**config.mk**
```make
export PLATFORM = sky130hd
export DESIGN_NAME = http_status_response_classifier_top
export DESIGN_NICKNAME = d
export VERILOG_FILES = /design/src/sv/hsrc_pkg.sv /design/src/sv/hsrc_front.sv /design/src/sv/hsrc_queue.sv /design/src/sv/hsrc_back.sv /design/src/sv/http_status_response_classifier_top.sv
export SDC_FILE = /design/constraint.sdc
export NUM_CORES = 1
export LEC_CHECK = 0
export BUFFER_PORTS_ARGS = -buffer_cell sky130_fd_sc_hd__clkbuf_2
export CAP_MARGIN = 20
export CORE_MARGIN = 3
export CORE_UTILIZATION = 40
export DETAILED_ROUTE_END_ITERATION = 12
export SETUP_SLACK_MARGIN = 0.05
export SLEW_MARGIN = 20
export SYNTH_ARGS = -nofsm -noshare
export SYNTH_HDL_FRONTEND = slang
export SYNTH_SLANG_ARGS = --single-unit
```
**constraint.sdc**
```tcl
create_clock -name clk -period 14.08 [get_ports clk]
set_input_delay 0.704 -clock clk [delete_from_list [all_inputs] [get_ports clk]]
set_output_delay 0.704 -clock clk [all_outputs]
set_load 0.05 [all_outputs]
```
**src/sv/hsrc_pkg.sv**
```systemverilog
package hsrc_pkg;

	localparam int unsigned MAX_RESPONSE_BYTES = 8192;
	localparam int unsigned CNT_W = $clog2(MAX_RESPONSE_BYTES + 1);
	localparam int unsigned QUEUE_DEPTH = 4;
	localparam int unsigned QPTR_W = $clog2(QUEUE_DEPTH);
	localparam int unsigned QCNT_W = $clog2(QUEUE_DEPTH + 1);

	localparam logic [7:0] CH_CR = 8'h0d;
	localparam logic [7:0] CH_LF = 8'h0a;
	localparam logic [7:0] CH_NUL = 8'h00;
	localparam logic [7:0] CH_SPACE = 8'h20;
	localparam logic [7:0] CH_ZERO = 8'h30;
	localparam logic [7:0] CH_NINE = 8'h39;

	localparam int unsigned PREFIX_LEN = 7;
	localparam logic [7:0] PREFIX_TEXT [PREFIX_LEN] = '{
		8'h48, 8'h54, 8'h54, 8'h50, 8'h2f, 8'h31, 8'h2e
	};

	localparam int unsigned STATUS_LINE_MIN = 12;
	localparam logic [9:0] READY_LOW = 10'd200;
	localparam logic [9:0] READY_HIGH = 10'd299;
	localparam logic [9:0] RETRY_LOW = 10'd502;
	localparam logic [9:0] RETRY_HIGH = 10'd504;

	typedef enum logic [1:0] {
		V_INCOMPLETE = 2'd0,
		V_READY = 2'd1,
		V_RETRY = 2'd2,
		V_REJECT = 2'd3
	} verdict_t;

	typedef struct packed {
		logic [7:0] data;
		logic       first;
		logic       is_digit;
		logic       is_space;
		logic       is_lf;
		logic       is_nul;
		logic [3:0] digit;
	} item_t;

endpackage

```
**src/sv/hsrc_front.sv**
```systemverilog
module hsrc_front
	import hsrc_pkg::*;
(
	input  logic [7:0] data_byte,
	input  logic       first_byte,
	output item_t      item
);

	always_comb begin
		item.data = data_byte;
		item.first = first_byte;
		item.is_digit = (data_byte >= CH_ZERO) && (data_byte <= CH_NINE);
		item.is_space = (data_byte == CH_SPACE);
		item.is_lf = (data_byte == CH_LF);
		item.is_nul = (data_byte == CH_NUL);
		item.digit = 4'(data_byte - CH_ZERO);
	end

endmodule

```
**src/sv/hsrc_queue.sv**
```systemverilog
module hsrc_queue
	import hsrc_pkg::*;
(
	input  logic  clk,
	input  logic  arst_n,
	input  logic  push,
	input  item_t push_item,
	output logic  full,
	input  logic  pop,
	output logic  head_valid,
	output item_t head_item
);

	item_t              slot_q [QUEUE_DEPTH];
	logic [QPTR_W-1:0]  wr_ptr_q;
	logic [QPTR_W-1:0]  rd_ptr_q;
	logic [QCNT_W-1:0]  count_q;
	logic               do_push;
	logic               do_pop;

	assign full = (count_q == QCNT_W'(QUEUE_DEPTH));
	assign head_valid = (count_q != '0);
	assign head_item = slot_q[rd_ptr_q];
	assign do_push = push && !full;
	assign do_pop = pop && head_valid;

	always_ff @(posedge clk or negedge arst_n) begin
		if (!arst_n) begin
			wr_ptr_q <= '0;
			rd_ptr_q <= '0;
			count_q <= '0;
		end else begin
			if (do_push) wr_ptr_q <= QPTR_W'(wr_ptr_q + 1'b1);
			if (do_pop) rd_ptr_q <= QPTR_W'(rd_ptr_q + 1'b1);
			if (do_push && !do_pop) count_q <= QCNT_W'(count_q + 1'b1);
			else if (do_pop && !do_push) count_q <= QCNT_W'(count_q - 1'b1);
		end
	end

	always_ff @(posedge clk) begin
		if (do_push) slot_q[wr_ptr_q] <= push_item;
	end

endmodule

```
**src/sv/hsrc_back.sv**
```systemverilog
module hsrc_back
	import hsrc_pkg::*;
(
	input  logic       clk,
	input  logic       arst_n,
	input  logic       head_valid,
	input  item_t      head_item,
	output logic       pop,
	output logic [1:0] verdict,
	output logic [9:0] status_code,
	output logic       result_valid,
	input  logic       result_ready
);

	logic [CNT_W-1:0] byte_count_q;
	logic [23:0]      recent_q;
	logic [CNT_W-1:0] line_end_pos_q;
	logic             line_end_found_q;
	logic             prefix_ok_q;
	logic             twelve_space_q;
	logic             bad_char_q;
	logic [9:0]       code_q;
	verdict_t         held_q;

	logic             out_valid_q;
	verdict_t         verdict_q;
	logic [9:0]       status_q;

	logic [CNT_W-1:0] cnt_b, cnt_n;
	logic [23:0]      recent_b, recent_n;
	logic [CNT_W-1:0] lepos_b, lepos_n;
	logic             lef_b, lef_n;
	logic             pok_b, pok_n;
	logic             b12_b, b12_n;
	logic             bad_b, bad_n;
	logic [9:0]       code_b, code_n;
	verdict_t         held_b, held_n;
	logic             hdr_done;
	logic [9:0]       weighted;
	logic [9:0]       status_n;

	assign pop = head_valid && (!out_valid_q || result_ready);

	always_comb begin
		if (head_item.first) begin
			cnt_b = '0;
			recent_b = '0;
			lepos_b = '0;
			lef_b = 1'b0;
			pok_b = 1'b1;
			b12_b = 1'b0;
			bad_b = 1'b0;
			code_b = '0;
			held_b = V_INCOMPLETE;
		end else begin
			cnt_b = byte_count_q;
			recent_b = recent_q;
			lepos_b = line_end_pos_q;
			lef_b = line_end_found_q;
			pok_b = prefix_ok_q;
			b12_b = twelve_space_q;
			bad_b = bad_char_q;
			code_b = code_q;
			held_b = held_q;
		end

		cnt_n = cnt_b;
		recent_n = recent_b;
		lepos_n = lepos_b;
		lef_n = lef_b;
		pok_n = pok_b;
		b12_n = b12_b;
		bad_n = bad_b;
		code_n = code_b;
		held_n = held_b;
		hdr_done = 1'b0;

		case (cnt_b)
			CNT_W'(9):  weighted = 10'(10'(head_item.digit) * 10'd100);
			CNT_W'(10): weighted = 10'(10'(head_item.digit) * 10'd10);
			default:    weighted = 10'(head_item.digit);
		endcase

		if (held_b == V_INCOMPLETE) begin
			if (cnt_b < CNT_W'(PREFIX_LEN)) begin
				if (head_item.data != PREFIX_TEXT[cnt_b[2:0]]) pok_n = 1'b0;
			end else if (cnt_b == CNT_W'(7)) begin
				if (!head_item.is_digit) pok_n = 1'b0;
			end else if (cnt_b == CNT_W'(8)) begin
				if (!head_item.is_space) pok_n = 1'b0;
			end else if (cnt_b <= CNT_W'(11)) begin
				if (head_item.is_digit) code_n = 10'(code_b + weighted);
				else pok_n = 1'b0;
			end else if (cnt_b == CNT_W'(STATUS_LINE_MIN)) begin
				b12_n = head_item.is_space;
			end

			if (head_item.is_nul) bad_n = 1'b1;
			if (head_item.is_lf) begin
				if (recent_b[7:0] != CH_CR) begin
					bad_n = 1'b1;
				end else if (!lef_b) begin
					lef_n = 1'b1;
					lepos_n = CNT_W'(cnt_b - 1'b1);
				end
				if (recent_b == {CH_CR, CH_LF, CH_CR}) hdr_done = 1'b1;
			end

			recent_n = {recent_b[15:0], head_item.data};
			cnt_n = CNT_W'(cnt_b + 1'b1);

			if (hdr_done) begin
				if (lepos_n < CNT_W'(STATUS_LINE_MIN) || !pok_n || bad_n
					|| (lepos_n > CNT_W'(STATUS_LINE_MIN) && !b12_n)) begin
					held_n = V_REJECT;
				end else if (code_n inside {[READY_LOW:READY_HIGH]}) begin
					held_n = V_READY;
				end else if (code_n inside {[RETRY_LOW:RETRY_HIGH]}) begin
					held_n = V_RETRY;
				end else begin
					held_n = V_REJECT;
				end
			end else if (cnt_n >= CNT_W'(MAX_RESPONSE_BYTES)) begin
				held_n = V_REJECT;
			end
		end

		status_n = (pok_n && cnt_n >= CNT_W'(STATUS_LINE_MIN)) ? code_n : '0;
	end

	always_ff @(posedge clk or negedge arst_n) begin
		if (!arst_n) begin
			byte_count_q <= '0;
			recent_q <= '0;
			line_end_pos_q <= '0;
			line_end_found_q <= 1'b0;
			prefix_ok_q <= 1'b1;
			twelve_space_q <= 1'b0;
			bad_char_q <= 1'b0;
			code_q <= '0;
			held_q <= V_INCOMPLETE;
			out_valid_q <= 1'b0;
		end else begin
			if (pop) begin
				byte_count_q <= cnt_n;
				recent_q <= recent_n;
				line_end_pos_q <= lepos_n;
				line_end_found_q <= lef_n;
				prefix_ok_q <= pok_n;
				twelve_space_q <= b12_n;
				bad_char_q <= bad_n;
				code_q <= code_n;
				held_q <= held_n;
				out_valid_q <= 1'b1;
			end else if (result_ready) begin
				out_valid_q <= 1'b0;
			end
		end
	end

	always_ff @(posedge clk) begin
		if (pop) begin
			verdict_q <= held_n;
			status_q <= status_n;
		end
	end

	assign result_valid = out_valid_q;
	assign verdict = verdict_q;
	assign status_code = status_q;

endmodule

```
**src/sv/http_status_response_classifier_top.sv**
```systemverilog
// channel   valid          ready          payload
// byte      byte_valid     byte_ready     data_byte[7:0], first_byte
// result    result_valid   result_ready   verdict[1:0], status_code[9:0]
//
// One byte per cycle while not full; a result is registered when its byte is popped.
// The back end updates its running flags as each byte is popped from the queue.
// A four-entry queue lets the byte side keep accepting while results are stalled.
// arst_n clears the queue, the parser state and result_valid; no clearing pass.
module http_status_response_classifier_top
	import hsrc_pkg::*;
(
	input  logic       clk,
	input  logic       arst_n,
	input  logic [7:0] data_byte,
	input  logic       first_byte,
	input  logic       byte_valid,
	output logic       byte_ready,
	output logic [1:0] verdict,
	output logic [9:0] status_code,
	output logic       result_valid,
	input  logic       result_ready
);

	item_t front_item;
	item_t head_item;
	logic  full;
	logic  head_valid;
	logic  pop;

	hsrc_front u_front (
		.data_byte  (data_byte),
		.first_byte (first_byte),
		.item       (front_item)
	);

	hsrc_queue u_queue (
		.clk        (clk),
		.arst_n     (arst_n),
		.push       (byte_valid),
		.push_item  (front_item),
		.full       (full),
		.pop        (pop),
		.head_valid (head_valid),
		.head_item  (head_item)
	);

	hsrc_back u_back (
		.clk          (clk),
		.arst_n       (arst_n),
		.head_valid   (head_valid),
		.head_item    (head_item),
		.pop          (pop),
		.verdict      (verdict),
		.status_code  (status_code),
		.result_valid (result_valid),
		.result_ready (result_ready)
	);

	assign byte_ready = !full;

endmodule

```
==> flow_metrics.env <==
export IMPL_status="finished clean"
export IMPL_yosysSeqAreaShare_pct=46.3
export IMPL_start_util_pct=41.6
export IMPL_pre_cts_ws_ns=8.46
export IMPL_stdcell_area_um2=9220
export IMPL_clkTransAtPathRegs_ns=0.07
export IMPL_setup_violations=0
export IMPL_synth_area_um2=8260
export IMPL_p_leak_uw=0.00373
export IMPL_clkLatencyLatePin_ns=0.43
export IMPL_worst_slack_ns=8.38
export IMPL_track_usage_pct=18.8
export IMPL_dieArea_um2=22400
export IMPL_ios=27
export IMPL_synth_cell_types=77
export IMPL_drc=0
export IMPL_vias_per_cell=5.71
export IMPL_setup_tns_final_ns=0
export IMPL_firstDrtPassIters=5
export IMPL_grt_setup_unrepaired="false"
export IMPL_die_h_um=150
export IMPL_grt_max_degree=51
export IMPL_portBuffers=26
export IMPL_grt_ovfl_total=0
export IMPL_gp_congestion=0.845
export IMPL_startpoint_type="flip-flop"
export IMPL_grt_antenna_before_repair=0
export IMPL_avgSynthCellArea_um2=9.76
export IMPL_htreeDepth=4
export IMPL_maxSlewViolCount=0
export IMPL_postSynthNetCount=895
export IMPL_synthCells=847
export IMPL_clock_sinks=140
export IMPL_cap_viol_max_count=0
export IMPL_antennaDiodeCount=0
export IMPL_ff2ff_path_depth=17
export IMPL_tritoncts="done"
export IMPL_placed_area_um2=8570
export IMPL_cp_arrival_ns=5.89
export IMPL_min_path_type="primary input to asynchronous set/reset pin"
export IMPL_row_count=51
export IMPL_synth_top_area_share_pct=23.3
export IMPL_r2r_start="u_queue.rd_ptr_q[1]$_DFFE_PN0P_"
export IMPL_yosys_area_top_type="edfxtp_1"
export IMPL_holdBufCountCts=0
export IMPL_wire_per_inst_um=17.9
export IMPL_cts_resized_gates=0
export IMPL_hpwl_mm=13.7
export IMPL_grt_first_pass_wirelength_mm=33.2
export IMPL_rr_endpoint="u_back.verdict[1]$_DFFE_PP_"
export IMPL_die_w_um=150
export IMPL_cts_buffer_depth=2
export IMPL_root_buffer="clkbuf_16"
export IMPL_worstSetupEndpointType="flip-flop"
export IMPL_synth_seq_cells=140
export IMPL_async_flop_share_pct=54.3
export IMPL_max_slew_margin_rel_pct=51.5
export IMPL_synth_edff_count=64
export IMPL_antenna_left=0
export IMPL_max_freq_ghz=0.175
export IMPL_final_nets=895
export IMPL_synth_area_top_cells="edfxtp_1 (23%), dfrtp_1 (23%), nand2_1 (6.5%)"
export IMPL_hold_viol=0
export IMPL_crit_type="flip-flop to flip-flop"
export IMPL_rrSetupSlack_ns=8.38
export IMPL_routed_wl_mm=20.2
export IMPL_cts_buffers=17
export IMPL_grt_pass1_vias=6095
export IMPL_core_area_um2=19800
export IMPL_min_period_over_period_pct=40.5
export IMPL_period_needed_ns=5.70
export IMPL_required_ns=14.26
export IMPL_fin_worst_skew_ns=0.0122
export IMPL_worst_slew_pin_slew_ns=0.720
export IMPL_cp_endpoint="u_back.verdict[1]$_DFFE_PP_"
export IMPL_vias=6421
export IMPL_drt_iter0_markers=408
export IMPL_area_delta_synth_final_pct=11.6
export IMPL_power_density_nw_per_um2=196
export IMPL_peakVddDrop_v=0.000111
export IMPL_layout_drive_gt1_share_pct=11.7
export IMPL_cts_setup_buffers=0
export IMPL_cp_max_fo=44
export IMPL_critPathLaunch="u_queue.rd_ptr_q[1]$_DFFE_PN0P_"
export IMPL_yosysWarningCount=0
export IMPL_synth_flop_cell="dfrtp_1"
layer usage:
metal	track usage [%]	routed length (µm)	vias to the layer above
met1	27.0	9670	3149
met3	3.48	833	23
met4	5.26	260	0
met5	0	0	-
met2	29.4	9410	146
li1	-	-	3103
how the worst min path moves through the flow:
| stage | startpoint | end | slack, ns | cells past startpoint |
|---|---|---|---|---|
| after global placement | u_back.recent_q[17]$_DFFE_PN0P_ | u_back.recent_q[17]$_DFFE_PN0P_ | 0.45 | 2 |
| after CTS | arst_n | u_back.byte_count_q[8]$_DFFE_PN0P_ | 0.18 | 1 |
| after global routing | arst_n | u_back.byte_count_q[8]$_DFFE_PN0P_ | 0.20 | 1 |
| final | arst_n | u_back.byte_count_q[7]$_DFFE_PN0P_ | 0.18 | 1 |
| after floorplan | arst_n | u_back.bad_char_q$_DFFE_PN0P_ | 0.41 | 0 |
| after detailed placement | u_back.recent_q[17]$_DFFE_PN0P_ | u_back.recent_q[17]$_DFFE_PN0P_ | 0.46 | 2 |
cell type report:
| class | count | area (µm²) |
|---|---|---|
| multi-input cells | 625 | 4120 |
| well taps | 265 | 332 |
| clock inverters | 15 | 220 |
| clock buffers | 17 | 425 |
| repair buffers | 34 | 193 |
| flip-flops and latches | 140 | 3820 |
| inverters | 29 | 109 |
| fillers | 1867 | 10600 |
power by group:
group / internal, µW / total, µW / switching (µW)
logic: 262 / 735 / 474
clock network: 290 / 495 / 205
registers: 517 / 578 / 61.0
total: 1070 / 1810 / 740
state kept, by name, indices dropped and copies added (netlist names), 3 cells and up:
register,count
u_back.byte_count_q,14
u_queue.slot_q,52
u_back.status_code,10
u_back.line_end_pos_q,14
u_back.code_q,10
u_back.recent_q,24
u_queue.count_q,3
critical path, stage by stage (launching register included):
cell and delay (ns):
dfrtp_1 0.80, mux2i_1 0.25, mux2_2 0.17, buf_4 0.42, nand2_1 0.21, inv_1 0.22
ha_1 0.21, and2_1 0.24, nor3_1 0.07, a221o_1 0.30, ha_1 0.44, nand3_1 0.13
o2111ai_1 0.50, a211oi_1 0.19, or3b_2 0.49, a41oi_1 0.37, o2111ai_1 0.20, a22o_1 0.24
per-stage QoR:
step / hold slack, ns / std cells / total power [µW] / util, %
6_report: 0.185 / 1125 / 1810 / 46.5
2_1_floorplan: 0.408 / 847 / 1130 / -
3_3_place_gp: 0.454 / 1093 / 1310 / 43.2
3_5_place_dp: 0.457 / 1093 / 1320 / 43.2
5_1_grt: 0.198 / 1125 / 1930 / 46.5
4_1_cts: 0.183 / 1125 / 1820 / 46.5
cell families (layout without fill, tap and decap cells):
group,after synthesis,in the layout,share of synthesized area [%]
simple gates,353,353,21.2
mux,23,23,4.83
fa+ha+maj,35,35,5.66
compound gates,186,186,15.0
xor+xnor,28,28,2.97
buf+inv,82,95,3.97
flops,140,140,46.3
cell usage in the layout (no fill, tap or decap), types with 8 or more instances in the layout:
cell / count
buf_4: 9
nor3_1: 22
inv_1: 29
and3_1: 9
edfxtp_1: 64
xnor2_1: 16
a211oi_1: 10
nand4_1: 17
nor2_1: 52
nor4_1: 9
mux4_2: 13
nand3_1: 36
ha_1: 31
a22o_1: 8
dfrtp_1: 75
xor2_1: 12
a31oi_1: 10
nand2b_1: 8
o21ai_0: 56
nor2b_1: 14
clkbuf_2: 25
nand2_1: 144
a21oi_1: 37
clkbuf_16: 17
cell usage after synthesis, types with 7 or more instances:
master    count
xor2_1       12
nand4_1      17
nor2_1       52
a31oi_1      10
mux4_2       13
xnor2_1      16
nor2b_1      14
a211oi_1     10
nand2_1     144
inv_1        29
and3_1        9
nor3_1       22
ha_1         31
o21ai_0      56
o31ai_1       7
a21oi_1      38
clkbuf_1     43
a21o_1        7
edfxtp_1     64
nand2b_1      8
dfrtp_1      75
nor4_1        9
a22o_1        8
nand3_1      36
(Power assumes the default switching activity.)
